## src/sv/three_wire_serial_master_defines.svh

```systemverilog
// Assertion macros used by the pin sequencer of the three-wire serial master.
`ifndef THREE_WIRE_SERIAL_MASTER_DEFINES_SVH
`define THREE_WIRE_SERIAL_MASTER_DEFINES_SVH

`ifndef SYNTH

// Same-cycle implication, checked at every rising edge outside reset.
`define TWS_ASSERT_IMPL(label, clk, rst_n, ante, cons) \
    label: assert property (@(posedge clk) disable iff (!rst_n) (ante) |-> (cons)) \
        else $error("assertion failed: ante implies cons");

// Next-cycle implication, checked at every rising edge outside reset.
`define TWS_ASSERT_NEXT(label, clk, rst_n, ante, cons) \
    label: assert property (@(posedge clk) disable iff (!rst_n) (ante) |=> (cons)) \
        else $error("assertion failed: ante implies cons in the next cycle");

`else

`define TWS_ASSERT_IMPL(label, clk, rst_n, ante, cons)
`define TWS_ASSERT_NEXT(label, clk, rst_n, ante, cons)

`endif

`endif

```

## src/sv/tws_pkg.sv

```systemverilog
// Shared types and constants of the three-wire serial master.
`timescale 1ns / 1ps

package tws_pkg;

    // Reset value of the delay register in ticks.
    localparam logic [15:0] DelayReset = 16'd200;

    // One input tick item.
    typedef struct packed {
        logic       start_req;
        logic       op;
        logic [7:0] command;
        logic [7:0] write_data;
        logic       io_sample;
    } in_item_t;

    // One result item: pin levels and status after the tick.
    typedef struct packed {
        logic       chip_enable;
        logic       serial_clock;
        logic       io_drive;
        logic       io_level;
        logic       busy_res;
        logic       done_res;
        logic [7:0] read_data;
    } out_item_t;

    // Operation codes carried in the op field.
    localparam logic OpWrite = 1'b0;
    localparam logic OpRead  = 1'b1;

endpackage

```

## src/sv/tws_seq.sv

```systemverilog
// Pin sequencer: advances the transaction by one tick per step.
`timescale 1ns / 1ps
`include "three_wire_serial_master_defines.svh"

module tws_seq (
    input  logic                 clk,
    input  logic                 rst_n,
    input  logic                 step,
    input  tws_pkg::in_item_t    item,
    input  logic [15:0]          delay_ticks,
    output tws_pkg::out_item_t   result
);

    typedef enum logic [3:0] {
        PH_IDLE     = 4'd0,
        PH_SCK_LOW  = 4'd1,
        PH_CE_HIGH  = 4'd2,
        PH_PREP     = 4'd3,
        PH_SETIO    = 4'd4,
        PH_RISE     = 4'd5,
        PH_FALL     = 4'd6,
        PH_SAMPLE   = 4'd7,
        PH_RRISE    = 4'd8,
        PH_RFALL    = 4'd9,
        PH_GAP      = 4'd10,
        PH_END_RISE = 4'd11,
        PH_CE_OFF   = 4'd12
    } phase_t;

    phase_t      phase_reg,     phase_next;
    logic [3:0]  bit_index_reg, bit_index_next;
    logic [15:0] wait_reg,      wait_next;
    logic [7:0]  shift_out_reg, shift_out_next;
    logic [7:0]  shift_in_reg,  shift_in_next;
    logic [7:0]  held_reg,      held_next;
    logic        is_read_reg,   is_read_next;
    logic        ce_reg,        ce_next;
    logic        sclk_reg,      sclk_next;
    logic        drive_reg,     drive_next;
    logic        level_reg,     level_next;
    logic [7:0]  latch_reg,     latch_next;
    logic        done_next;
    logic [3:0]  nb;

    // Next-state logic for one tick.
    always_comb
    begin
        phase_next     = phase_reg;
        bit_index_next = bit_index_reg;
        wait_next      = wait_reg;
        shift_out_next = shift_out_reg;
        shift_in_next  = shift_in_reg;
        held_next      = held_reg;
        is_read_next   = is_read_reg;
        ce_next        = ce_reg;
        sclk_next      = sclk_reg;
        drive_next     = drive_reg;
        level_next     = level_reg;
        latch_next     = latch_reg;
        done_next      = 1'b0;
        nb             = bit_index_reg + 4'd1;

        if (phase_reg == PH_IDLE)
        begin
            // A start request latches the whole transaction.
            if (item.start_req)
            begin
                is_read_next   = (item.op == tws_pkg::OpRead);
                shift_out_next = item.command;
                held_next      = item.write_data;
                bit_index_next = 4'd0;
                ce_next        = 1'b0;
                phase_next     = PH_SCK_LOW;
                wait_next      = delay_ticks;
            end
        end
        else if (wait_reg != 16'd0)
        begin
            wait_next = wait_reg - 16'd1;
        end
        else
        begin
            unique case (phase_reg)
                PH_SCK_LOW:
                begin
                    sclk_next  = 1'b0;
                    phase_next = PH_CE_HIGH;
                end
                PH_CE_HIGH:
                begin
                    ce_next    = 1'b1;
                    phase_next = PH_PREP;
                end
                PH_PREP:
                begin
                    drive_next = 1'b1;
                    sclk_next  = 1'b0;
                    phase_next = PH_SETIO;
                end
                PH_SETIO:
                begin
                    level_next = shift_out_reg[0];
                    phase_next = PH_RISE;
                end
                PH_RISE:
                begin
                    sclk_next  = 1'b1;
                    phase_next = PH_FALL;
                end
                PH_FALL:
                begin
                    sclk_next      = 1'b0;
                    shift_out_next = shift_out_reg >> 1;
                    bit_index_next = nb;
                    // After the command byte, either turn the bus or load the data byte; after the data byte, end.
                    if (nb == 4'd0)
                    begin
                        phase_next = PH_END_RISE;
                    end
                    else if (nb == 4'd8)
                    begin
                        if (is_read_reg)
                        begin
                            drive_next    = 1'b0;
                            shift_in_next = 8'd0;
                            phase_next    = PH_SAMPLE;
                        end
                        else
                        begin
                            shift_out_next = held_reg;
                            drive_next     = 1'b1;
                            phase_next     = PH_SETIO;
                        end
                    end
                    else
                    begin
                        phase_next = PH_SETIO;
                    end
                end
                PH_SAMPLE:
                begin
                    shift_in_next = {item.io_sample, shift_in_reg[7:1]};
                    phase_next    = PH_RRISE;
                end
                PH_RRISE:
                begin
                    sclk_next  = 1'b1;
                    phase_next = PH_RFALL;
                end
                PH_RFALL:
                begin
                    sclk_next      = 1'b0;
                    bit_index_next = nb;
                    phase_next     = (nb == 4'd0) ? PH_GAP : PH_SAMPLE;
                end
                PH_GAP:
                begin
                    phase_next = PH_END_RISE;
                end
                PH_END_RISE:
                begin
                    sclk_next  = 1'b1;
                    phase_next = PH_CE_OFF;
                end
                default:
                begin
                    // Final CE low ends the transaction and latches a read byte; unused codes end here too.
                    ce_next = 1'b0;
                    if (is_read_reg)
                    begin
                        latch_next = shift_in_reg;
                    end
                    done_next  = 1'b1;
                    phase_next = PH_IDLE;
                end
            endcase
            wait_next = (phase_next == PH_IDLE) ? 16'd0 : delay_ticks;
        end
    end

    // State and pin registers, updated once per accepted tick.
    always_ff @(posedge clk or negedge rst_n)
    begin
        if (!rst_n)
        begin
            phase_reg     <= PH_IDLE;
            bit_index_reg <= 4'd0;
            wait_reg      <= 16'd0;
            shift_out_reg <= 8'd0;
            shift_in_reg  <= 8'd0;
            held_reg      <= 8'd0;
            is_read_reg   <= 1'b0;
            ce_reg        <= 1'b0;
            sclk_reg      <= 1'b1;
            drive_reg     <= 1'b1;
            level_reg     <= 1'b1;
            latch_reg     <= 8'd0;
        end
        else if (step)
        begin
            phase_reg     <= phase_next;
            bit_index_reg <= bit_index_next;
            wait_reg      <= wait_next;
            shift_out_reg <= shift_out_next;
            shift_in_reg  <= shift_in_next;
            held_reg      <= held_next;
            is_read_reg   <= is_read_next;
            ce_reg        <= ce_next;
            sclk_reg      <= sclk_next;
            drive_reg     <= drive_next;
            level_reg     <= level_next;
            latch_reg     <= latch_next;
        end
    end

    // The result shows the levels after this tick's action.
    always_comb
    begin
        result.chip_enable  = ce_next;
        result.serial_clock = sclk_next;
        result.io_drive     = drive_next;
        result.io_level     = level_next;
        result.busy_res     = (phase_next != PH_IDLE);
        result.done_res     = done_next;
        result.read_data    = latch_next;
    end

    // A completed transaction leaves the sequencer idle.
    `TWS_ASSERT_NEXT(a_done_to_idle, clk, rst_n, step && done_next, phase_reg == PH_IDLE)
    // Pins hold steady while a delay phase counts down.
    `TWS_ASSERT_NEXT(a_wait_pins_hold, clk, rst_n,
        step && (phase_reg != PH_IDLE) && (wait_reg != 16'd0),
        $stable(ce_reg) && $stable(sclk_reg) && $stable(drive_reg) && $stable(level_reg))
    // CE stays asserted while bits move.
    `TWS_ASSERT_IMPL(a_ce_during_bits, clk, rst_n,
        phase_reg == PH_SETIO || phase_reg == PH_RISE || phase_reg == PH_SAMPLE
            || phase_reg == PH_RRISE || phase_reg == PH_RFALL, ce_reg)
    // IO is released for the whole read byte.
    `TWS_ASSERT_IMPL(a_io_released_on_read, clk, rst_n,
        phase_reg == PH_SAMPLE || phase_reg == PH_RRISE || phase_reg == PH_RFALL
            || phase_reg == PH_GAP, !drive_reg)

endmodule

```

## src/sv/three_wire_serial_master.sv

```systemverilog
// A tick's result passes from the input register through the sequencer into the result register.
// Throughput: one tick per clock cycle; the input register and result register
// both advance whenever the result register is empty or being taken.
// Reset: asynchronous, active low; sequencer idle, CE low, SCLK high, IO driven
// high, delay register at 200, read byte zero, no items held.
`timescale 1ns / 1ps

module three_wire_serial_master (
    input  logic                 clk,
    input  logic                 rst_n,
    input  logic                 in_valid,
    output logic                 in_ready,
    input  tws_pkg::in_item_t    in_item,
    output logic                 out_valid,
    input  logic                 out_ready,
    output tws_pkg::out_item_t   out_item,
    input  logic                 cfg_we,
    input  logic [15:0]          cfg_data
);

    logic                 in_valid_reg;
    tws_pkg::in_item_t    in_item_reg;
    logic                 out_valid_reg;
    tws_pkg::out_item_t   out_item_reg;
    logic [15:0]          delay_reg;
    logic                 step;
    tws_pkg::out_item_t   result;

    // The held tick advances when the result register can take its result.
    assign step     = in_valid_reg && (!out_valid_reg || out_ready);
    assign in_ready = !in_valid_reg || step;

    // Delay register.
    always_ff @(posedge clk or negedge rst_n)
    begin
        if (!rst_n)
        begin
            delay_reg <= tws_pkg::DelayReset;
        end
        else if (cfg_we)
        begin
            delay_reg <= cfg_data;
        end
    end

    // Input register.
    always_ff @(posedge clk or negedge rst_n)
    begin
        if (!rst_n)
        begin
            in_valid_reg <= 1'b0;
        end
        else if (in_ready)
        begin
            in_valid_reg <= in_valid;
        end
    end

    always_ff @(posedge clk)
    begin
        if (in_valid && in_ready)
        begin
            in_item_reg <= in_item;
        end
    end

    // Sequencer.
    tws_seq u_seq (
        .clk         (clk),
        .rst_n       (rst_n),
        .step        (step),
        .item        (in_item_reg),
        .delay_ticks (delay_reg),
        .result      (result)
    );

    // Result register.
    always_ff @(posedge clk or negedge rst_n)
    begin
        if (!rst_n)
        begin
            out_valid_reg <= 1'b0;
        end
        else if (step)
        begin
            out_valid_reg <= 1'b1;
        end
        else if (out_ready)
        begin
            out_valid_reg <= 1'b0;
        end
    end

    always_ff @(posedge clk)
    begin
        if (step)
        begin
            out_item_reg <= result;
        end
    end

    assign out_valid = out_valid_reg;
    assign out_item  = out_item_reg;

endmodule
```

## config.mk

```make
export PLATFORM = sky130hd
export DESIGN_NAME = three_wire_serial_master
export DESIGN_NICKNAME = d
export VERILOG_FILES = /design/src/sv/tws_pkg.sv /design/src/sv/tws_seq.sv /design/src/sv/three_wire_serial_master.sv
export VERILOG_INCLUDE_DIRS = /design/src /design/src/sv
export SDC_FILE = /design/constraint.sdc
export NUM_CORES = 1
export LEC_CHECK = 0
export ABC_AREA = 1
export BUFFER_PORTS_ARGS = -buffer_cell sky130_fd_sc_hd__clkbuf_2
export CORE_MARGIN = 4
export CORE_UTILIZATION = 55
export CTS_CLUSTER_DIAMETER = 40
export DETAILED_ROUTE_END_ITERATION = 8
export GPL_TIMING_DRIVEN = 0
export HOLD_SLACK_MARGIN = 0.12
export PLACE_DENSITY = 0.75
export SLEW_MARGIN = 20
export SYNTH_ARGS = -nofsm -noshare
export SYNTH_HDL_FRONTEND = slang
export SYNTH_SLANG_ARGS = --single-unit
```

## constraint.sdc

```tcl
create_clock -name clk -period 2.8 [get_ports clk]
set_clock_uncertainty 0.15 [all_clocks]
set_input_delay 0.28 -clock clk [delete_from_list [all_inputs] [get_ports clk]]
set_output_delay 0.28 -clock clk [all_outputs]
set_load 0.005 [all_outputs]
```

==> impl_results.md, run 1 <==
* Status: finished clean
* Total track usage at 23.9%
* Critical-path top delay cell: dlygate4sd3_1
* Vias in the first global route at approximately 5200
* Wire per inst at 14.7 microns
* Met3 Resource Use GR at 5.99%
* Nets@finish at 882
* Slew Viols, Final at 0
* Routed WL at 14.4 mm
* EDFF count, synth at 33
* #FFs+latches synth at 112
* Critical path's top delay family: buffers and inverters
* Global-route wire length before repair at approximately 24 mm
* Reg2reg path depth at 11
* Max-Cap Viols at 0
* # hold bufs at CTS at 42
* DR DRC count at 0
* Synth Net Count at 773
* Placed Area at about 6500 sq um
* Ys async rst share at 70.5%
* Syn Inst Count at slightly above 700
* GRT met1 Usage at a little under a third
* Initial drt markers at 359
* R2R setup slack at 0.38 ns
* CP cell instances: dlygate4sd3_1 > clkbuf_2 > inv_2 > nand2_1 > nand2_1 > inv_2 > clkbuf_1 > buf_2
* Crit path kind: in -> reg
* Clock sinks at 112
* Most frequent cells in the layout: 236 x nand2_1, 73 x dfrtp_1, 65 x inv_1
* Peak VDD IR at ~0.66 mV
* # fillers at approximately 870
* Vias at 5263
* CTS tree: done
* Cell area after synthesis at 6070 sq um
* Final Critical Period at 2.44 ns
* Rel. slew slack at 51.4%
* CTS resizes at 0
* Highest clock rate at 410 MHz
* Layout cells sized above 1 at slightly below 20%
* Largest register FFs at 19
* Critical Path RT at between 2 and 3 ns
* Skew-Pair Late Insertion Delay at 0.41 ns
* Met2 usage at 40.4%
* Synth-to-Final Area Change at 18.2%
* Area leader, netlist: dfrtp_1
* Critical Path Source Type: input pin
* Synth Flop Type: dfrtp_1
* Post-CTS Setup Inserts at 0
* Post-DRT Antenna Nets at 0
* CTS clock-pin slew for the worst setup and hold paths at 0.11 ns
* Clk buf depth at 2
* Worst Tran Pin Value at 0.729 ns
* Ant diodes at 0
* Placed Cells at ~920
* CTS root buf: clkbuf_8
* Setup TNS at 0 ns
* Synth cell types at 46
* Grt peak-use layer: met2
* Final Cell Area at around 7200 sq um
* Initial antenna violation count at 0
* Final total power at 5.73 mW
* PortBufs at 55
* Most common cell after layout, fill and taps aside: nand2_1
* H-Tree Depth at 3
* Multi-input gate area at 2640 sq um
* Cell area power density at between 700 and 800 nW/um^2
* GP Congestion at 0.905
* I/O pin cnt at 56
* RSZ-0062 raised after global routing: no
* Syn Area/Cell at 8.35 sq um
* Vias per Instance at 5.36
* Hold WC Path Type: in -> reg
* Largest net degree at the start of global routing at 50
* Final setup fails at 0
* Min-Delay Path Depth at 4
* DIE WIDTH at 113 microns
* CP bufs+invs at 6
* Top cell type's share of synthesized area at 30.1%
* Hpwl dp at ~10 mm
* Sequential share of the synthesized area at 49.0%
* CP endpoint kind: flop
* Chip height at 113 microns
* Arr. time, crit path at 2.34 ns
* Leakage at 3.27 nW
* First-pass DRT Iterations at 7
* Sequential cell area at 2980 sq um
* GRT overflow at 0
* Critical Path Max Stage Delay at around 0.53 ns
* Synth warnings at 0
* Num CTS Buffers at 9
* Non-Filler Instances at 981
* Worst Path Max Fanout at 23
* Core area at 10800 sq um
* Final Cycle Share at between 80 and 90%
* Starting density of the core at 56.0%
* Die area at 12800 sq um
* Row Count at 38
* Crit path depth at 8
* Endpoints failing hold at 0
* Largest cells by area after synthesis: dfrtp_1 30%, edfxtp_1 16%, nand2_1 15%
-- stage by stage --
step	utilization, %	setup WS [ns]	hold WS [ns]
after floorplan	-	0.808	-0.166
after global routing	66.1	0.174	0.257
final	66.1	0.362	0.210
after CTS	66.1	0.395	0.197
after detailed placement	60.4	0.435	0.150
after global placement	60.1	0.471	0.306
-- cells in the mapped netlist (2+ instances only) --
master / number
nand2_1: 236
dfrtp_1: 73
inv_1: 65
nor2_1: 55
o21ai_0: 52
edfxtp_1: 33
a21oi_1: 28
o211ai_1: 19
nand3_1: 18
o21ai_1: 17
o21ai_2: 15
clkbuf_1: 12
buf_2: 9
inv_2: 8
mux2_2: 8
nand2_2: 8
buf_6: 6
dfstp_2: 6
ha_1: 6
xor2_1: 6
nor2_4: 5
nor2_2: 4
xnor2_1: 4
a21oi_2: 3
nand2_4: 3
nand3_2: 3
nand4_1: 3
nor3_1: 2
nor3_2: 2
o221ai_1: 2
-- cell families (layout without fill, tap and decap cells) --
family | Yosys count | after routing | synth area share, %
AND/OR/NAND/NOR | 345 | 345 | 24.8
AO/OA/AOI/OAI | 143 | 143 | 14.5
flip-flops | 112 | 112 | 49.0
buffers and inverters | 103 | 217 | 7.44
XOR/XNOR | 10 | 10 | 1.44
multiplexers | 8 | 8 | 1.48
adder cells (fa/ha/maj) | 6 | 6 | 1.24
-- metal layers --
layer	vias up	wire length, microns
li1	2568	-
met1	2529	6280
met2	141	7120
met3	25	757
met4	0	248
met5	-	0
-- report_power, final --
group	switching [mW]	leakage, nW	internal (mW)	total [mW]
Sequential	0.307	1.30	2.08	2.38
Combinational	1.53	1.86	0.835	2.37
Clock	0.579	0.101	0.400	0.979
Total	2.42	3.27	3.31	5.73
-- worst paths after layout --
check,from,to
setup / recovery,out_ready,out_item[6]$_DFFE_PP_
hold / removal,cfg_we,delay_reg[3]$_DFFE_PN1P_
setup reg to reg,u_seq.wait_reg[0]$_DFFE_PN0P_,out_item[9]$_DFFE_PP_
hold reg to reg,u_seq.sclk_reg$_DFFE_PN1P_,u_seq.sclk_reg$_DFFE_PN1P_
max in group asynchronous,rst_n,delay_reg[3]$_DFFE_PN1P_
min in group asynchronous,rst_n,out_valid$_DFFE_PN0P_
-- area by class of cell --
class / count / area share, %
plain buffers: 28 / 2.27
well taps: 140 / 2.44
repair buffers: 98 / 10.1
clock inverters: 5 / 0.628
multi-input cells: 512 / 36.8
flip-flops and latches: 112 / 41.5
inverters: 75 / 4.03
clock buffers: 11 / 2.18
-- worst reg2reg max path: stages, from the launching register on --
cell and delay, ns:
dfrtp_1 0.45, inv_1 0.11, ha_1 0.20, nand3_1 0.16
nor2_2 0.16, nand3_2 0.12, inv_1 0.12, nand4_2 0.24
nand3_1 0.15, o21ai_1 0.09, nor2_1 0.14, nand2_1 0.09
(Power assumes the default switching activity.)
==> run 2: changes to the inputs <==
--- a/config.mk
+++ b/config.mk
@@ -8,7 +8,7 @@
 export LEC_CHECK = 0
 export ABC_AREA = 1
 export BUFFER_PORTS_ARGS = -buffer_cell sky130_fd_sc_hd__clkbuf_2
-export CORE_MARGIN = 4
+export CORE_MARGIN = 5
 export CORE_UTILIZATION = 55
 export CTS_CLUSTER_DIAMETER = 40
 export DETAILED_ROUTE_END_ITERATION = 8
@@ -18,4 +18,5 @@
 export SLEW_MARGIN = 20
 export SYNTH_ARGS = -nofsm -noshare
 export SYNTH_HDL_FRONTEND = slang
+export SYNTH_HIERARCHICAL = 1
 export SYNTH_SLANG_ARGS = --single-unit
==> run 2 against run 1 <==
Count of clock-buffer cells in the layout shrank 2. Fmax down 7.1%. Worst hold slack got worse by 0.034 ns. Combinational power is 63% lower. Area after synthesis decreased by 5.0%. Setup slack lost 0.19 ns. Cell area decreased by 3.8%. Sequential power is 16% lower. Non-clock buffer count grew 3. Core utilization grew 0.98 points. Routed wire length decreased by 1.1%. Critical endpoint is now out_item[11]$_DFFE_PP_.
==> impl_results.md, run 2 <==
* Synth cell types at 36
* Ys async rst share at between 70% and 80%
* Critical Path Source Type: flop
* Total track usage at 23.6%
* Worst Path Max Fanout at 8
* Status: finished clean
* Final Cell Area at 6900 sq um
* CP bufs+invs at 2
* Wire per inst at between 10 and 15 microns
* GRT overflow at 0
* # fillers at 852
* Non-Filler Instances at 952
* CTS tree: done
* Post-DRT Antenna Nets at 0
* Final setup fails at 0
* First-pass DRT Iterations at 5
* Cell area after synthesis at between 5000 and 6000 sq um
* Hpwl dp at around 9.4 mm
* Most common cell after layout, fill and taps aside: nand2_1
* Largest net degree at the start of global routing at 52
* Layout cells sized above 1 at 16.8%
* Initial drt markers at 396
* Area leader, netlist: dfrtp_1
* GP Congestion at ~0.93
* Vias at 5036
* Synth warnings at 6
* Largest register FFs at 19
* Post-layout util at 67.1%
* Slew Viols, Final at 0
* Placed Area at 6240 sq um
* CP endpoint kind: flop
* Peak VDD IR at 0.445 mV
* Sequential share of the synthesized area at 51.6%
* Final Cycle Share at 93.8%
* EDFF count, synth at 33
* Multi-input gate area at 2300 sq um
* Largest cells by area after synthesis: dfrtp_1 32%, edfxtp_1 17%, nand2_1 13%
* Initial antenna violation count at 0
* Synth Flop Type: dfrtp_1
* CTS clock-pin slew for the worst setup and hold paths at 0.11 ns
* Worst Tran Pin Value at 0.703 ns
* Cell area power density at 577 nW/um^2
* Core area at approximately 10000 sq um
* Vias in the first global route at 5068
* Final total power at 3.98 mW
* DP Worst Slack at about 0.2 ns
* Routed WL at 14.2 mm
* DIE WIDTH at 112 microns
* Synth-to-Final Area Change at 19.7%
* Syn Inst Count at 702
* RSZ-0062 raised after global routing: no
* PortBufs at 55
* I/O pin cnt at 56
* Ant diodes at 0
* Hold WC Path Type: in -> reg
* CTS root buf: clkbuf_8
* Min Hold Slack at 0.176 ns
* Clock sinks at 112
* Arr. time, crit path at about 2.6 ns
* Num CTS Buffers at 9
* Critical path's top delay family: simple AND/OR/NAND/NOR gates
* Placed Cells at 894
* Setup TNS at 0 ns
* Critical Path RT at 2.82 ns
* Synth Net Count at ~750
* Most frequent cell after synthesis: nand2_1
* Critical-path top delay cell: nor2_1
* Skew-Pair Late Insertion Delay at 0.39 ns
* CP cell instances: inv_1 > ha_1 > nand2_2 > nor2_4 > nand4_4 > nor2_1 > nand2_1 > and2_1 > buf_4
* Starting density of the core at 56.1%
* #FFs+latches synth at 112
* Highest clock rate at 381 MHz
* Chip height at between 100 and 150 microns
* Crit path kind: reg -> reg
* Sequential cell area at 2980 sq um
* Nets@finish at 854
* Leakage at 3.32 nW
* Synth cell count leaders: 202 x nand2_1, 80 x inv_1, 73 x dfrtp_1
* DR DRC count at 0
* Critical Path Max Stage Delay at 0.57 ns
* Row Count at 37
* Die area at 12600 sq um
* Final Critical Period at 2.63 ns
* Endpoints failing hold at 0
* Vias per Instance at around 5.3
* Global-route wire length before repair at 23.9 mm
* Max-Cap Viols at 0
* Setup ws final at 0.175 ns
* Rel. slew slack at 53.1%
* Syn Area/Cell at 8.21 sq um
* H-Tree Depth at 3
* Top cell type's share of synthesized area at a little under a third
* Clk buf depth at 2
* Most frequent cells in the layout: 202 x nand2_1, 80 x inv_1, 73 x dfrtp_1
==> run 2: path summary, 6_finish.rpt <==
kind | startpoint | endpoint | slack (ns) | cells past startpoint
max in group asynchronous | rst_n | u_seq/sclk_reg$_DFFE_PN1P_ | 1.60 | 3
max reg2reg | u_seq/wait_reg[0]$_DFFE_PN0P_ | out_item[11]$_DFFE_PP_ | 0.17 | 9
min | cfg_we | delay_reg[10]$_DFFE_PN0P_ | 0.18 | 3
min reg2reg | u_seq/sclk_reg$_DFFE_PN1P_ | u_seq/sclk_reg$_DFFE_PN1P_ | 0.34 | 2
max | u_seq/wait_reg[0]$_DFFE_PN0P_ | out_item[11]$_DFFE_PP_ | 0.17 | 9
min in group asynchronous | rst_n | u_seq/wait_reg[14]$_DFFE_PN0P_ | 0.25 | 2
==> run 2: kinds of logic after synthesis <==
kind of cell / after synthesis / synth area share (%)
AND/OR/NAND/NOR: 347 / 25.4
AO/OA/AOI/OAI: 115 / 11.7
buffers and inverters: 113 / 8.66
flip-flops: 112 / 51.6
XOR/XNOR: 11 / 1.67
adder cells (fa/ha/maj): 3 / 0.652
multiplexers: 1 / 0.195
==> run 2: routing by layer <==
metal  GRT usage (%)  vias to the layer above  share of wire [%]  wire, microns
li1                -                     2464                  -              -
met1            30.5                     2375                 44           6250
met2            40.2                      176                 49           7030
met3            3.72                       21                4.9            696
met4            8.81                        0                1.9            272
met5               0                        -                  0              0
==> run 2: power by group <==
group,switching [mW],internal [mW],leakage (nW)
Sequential,0.144,1.86,1.26
Clock,0.583,0.513,0.110
Combinational,0.548,0.332,1.95
Total,1.27,2.71,3.32
==> run 2: worst reg2reg max path: stages (launching register included) <==
cell	delay, ns
dfrtp_1	0.41
inv_1	0.11
ha_1	0.20
nand2_2	0.13
nor2_4	0.17
nand4_4	0.18
nor2_1	0.57
nand2_1	0.16
and2_1	0.19
buf_4	0.12
==> run 2: area by class of cell <==
cell class	count	area share [%]
Clock inverter	7	1.52
Multi-Input combinational cell	477	33.3
Sequential cell	112	43.1
Tap cell	136	2.47
Clock buffer	9	1.80
Timing Repair Buffer	98	10.5
Inverter	82	4.46
Buffer	31	2.78
==> run 2: timing repair <==
action                                 in CTS  in global routing
endpoints found under the hold margin     112                  0
hold buffers                               42                  0
buffers inserted                            0                  0
setup endpoints to repair                   0                 20
resized for setup                           0                  1
==> run 3: changes to the inputs <==
--- a/config.mk
+++ b/config.mk
@@ -7,14 +7,14 @@
 export NUM_CORES = 1
 export LEC_CHECK = 0
 export ABC_AREA = 1
-export BUFFER_PORTS_ARGS = -buffer_cell sky130_fd_sc_hd__clkbuf_2
 export CORE_MARGIN = 5
 export CORE_UTILIZATION = 55
 export CTS_CLUSTER_DIAMETER = 40
 export DETAILED_ROUTE_END_ITERATION = 8
+export DONT_BUFFER_PORTS = 1
 export GPL_TIMING_DRIVEN = 0
 export HOLD_SLACK_MARGIN = 0.12
-export PLACE_DENSITY = 0.75
+export PLACE_DENSITY = 0.7
 export SLEW_MARGIN = 20
 export SYNTH_ARGS = -nofsm -noshare
 export SYNTH_HDL_FRONTEND = slang
==> run 3 against run 2 <==
Core utilization is 2.9 points lower. Flip-flop and latch count stayed put. Highest routed layer unchanged. Final cell count is 6.0% lower. Non-clock buffer count is 57 lower. Sequential power hardly changed. Critical path type unchanged. Setup slack better by 0.15 ns. First-iteration DRC count is 18% lower. Via count is 5.1% lower.
==> impl_results.md, run 3 (synthesis gave the netlist of run 2 again) <==
* Status: finished clean
* H-Tree Depth at 3
* Clock sinks at around 110
* Starting density of the core at 56.1%
* Initial antenna violation count at 0
* RSZ-0062 raised after global routing: no
* CTS tree: done
* Initial drt markers at 326
* Arr. time, crit path at 2.45 ns
* Leakage at 3.08 nW
* Peak VDD IR at 0.433 mV
* DR DRC count at 0
* Vias at approximately 4800
* Final setup fails at 0
* Met2 usage at 35.8%
* Met3 Resource Use GR at approximately 5.7%
* Max-Cap Viols at 0
* Rel. slew slack at 50.1%
* Post-CTS Setup Inserts at 0
* Non-Filler Instances at roughly 900
* Largest net degree at the start of global routing at 80
* Cell area power density at 597 nW/um^2
* Chip height at 112 microns
* Reg2reg path depth at 9
* Clk buf depth at 2
* GP Congestion at 0.897
* Nets@finish at 797
* CTS clock-pin slew for the worst setup and hold paths at 0.11 ns
* Num CTS Buffers at 9
* Final Critical Period at about 2.5 ns
* Vias per Instance at 5.34
* Worst Tran Pin Value at 0.748 ns
* DIE WIDTH at approximately 110 microns
* Vias in the first global route at 4682
* Wire per inst at roughly 15 microns
* Largest register FFs at 19
* # fillers at 844
* Worst Path Max Fanout at 10
* PortBufs at 0
* Synth-to-Final Area Change at 14.5%
* Critical Path RT at 2.78 ns
* GRT met1 Usage at 30.9%
* Most frequent cells in the layout: 202 x nand2_1, 80 x inv_1, 73 x dfrtp_1
* Ant diodes at 0
* Min Hold Slack at between 0.2 and 0.3 ns
* Skew-Pair Late Insertion Delay at 0.40 ns
* Post-DRT Antenna Nets at 0
* Hpwl dp at about 9 mm
* Highest clock rate at 404 MHz
* Slew Viols, Final at 0
* Crit path kind: reg -> reg
* Endpoints failing hold at 0
* Placed Cells at 838
* Critical Path Source Type: flop
* Global-route wire length before repair at around 23 mm
* Routed WL at 13.5 mm
* Hold WC Path Type: in -> async
* Layout cells sized above 1 at a little over a tenth
* Most common cell after layout, fill and taps aside: nand2_1
* Final Cycle Share at 88.4%
* Core area at 10300 sq um
* Placed Area at just under 6000 sq um
* Row Count at 37
* Die area at 12600 sq um
* First-pass DRT Iterations at 5
* Total track usage at 22.6%
* CTS root buf: clkbuf_8
* Grt peak-use layer: met2
* Final total power at 3.94 mW
* GRT overflow at 0
* I/O pin cnt at 56
* CP endpoint kind: flop
* Final Cell Area at 6600 sq um
[run 3: area by class of cell]
| cell class | count | area (sq um) | area share, % |
|---|---|---|---|
| buffer | 31 | 191 | 2.90 |
| clock buffer | 9 | 124 | 1.88 |
| clock inverter | 7 | 101 | 1.54 |
| inverter | 82 | 308 | 4.66 |
| multi-input combinational | 477 | 2300 | 34.9 |
| sequential | 112 | 2980 | 45.1 |
| tap | 136 | 170 | 2.58 |
| timing repair buffer | 41 | 428 | 6.48 |
[run 3: path summary, 6_finish.rpt]
| kind | slack, ns | start | end |
|---|---|---|---|
| min in group clk | 0.33 | u_seq/level_reg$_DFFE_PN1P_ | u_seq/level_reg$_DFFE_PN1P_ |
| hold reg to reg | 0.33 | u_seq/level_reg$_DFFE_PN1P_ | u_seq/level_reg$_DFFE_PN1P_ |
| setup / recovery | 0.32 | u_seq/wait_reg[0]$_DFFE_PN0P_ | out_item[9]$_DFFE_PP_ |
| max in group asynchronous | 1.81 | rst_n | u_seq/drive_reg$_DFFE_PN1P_ |
| setup reg to reg | 0.32 | u_seq/wait_reg[0]$_DFFE_PN0P_ | out_item[9]$_DFFE_PP_ |
| hold / removal | 0.29 | rst_n | u_seq/wait_reg[12]$_DFFE_PN0P_ |
[run 3: repair_timing]
action                                  CTS  global route
hold buffers                             41             0
endpoints found under the setup margin    0             8
hold endpoints to repair                116             0
gates resized for setup                   0             2
[run 3: critical path: stages, from the launching register on]
cell,delay (ns)
dfrtp_1,0.42
inv_1,0.11
ha_1,0.22
nand2_2,0.14
nor2_2,0.16
nand2_1,0.10
clkbuf_1,0.27
a21oi_1,0.24
a21boi_0,0.28
nand3_1,0.12
[run 3: routing by layer]
| layer | up-vias | routed length, microns |
|---|---|---|
| li1 | 2350 | - |
| met1 | 2233 | 6100 |
| met2 | 175 | 6260 |
| met3 | 19 | 945 |
| met4 | 0 | 229 |
| met5 | - | 0 |
[run 3: power breakdown]
group	total [mW]	internal [mW]	switching, mW
Sequential	2.01	1.86	0.146
Combinational	0.838	0.303	0.535
Clock	1.09	0.514	0.579
[run 3: through the flow]
step	setup TNS, ns	worst slack [ns]	util [%]
floorplan	0	0.424	-
detailed placement	0	0.205	57.8
CTS	0	0.171	64.1
global placement	-2.51	-0.207	57.7
finish	0	0.324	64.2
global route	0	0.178	64.2
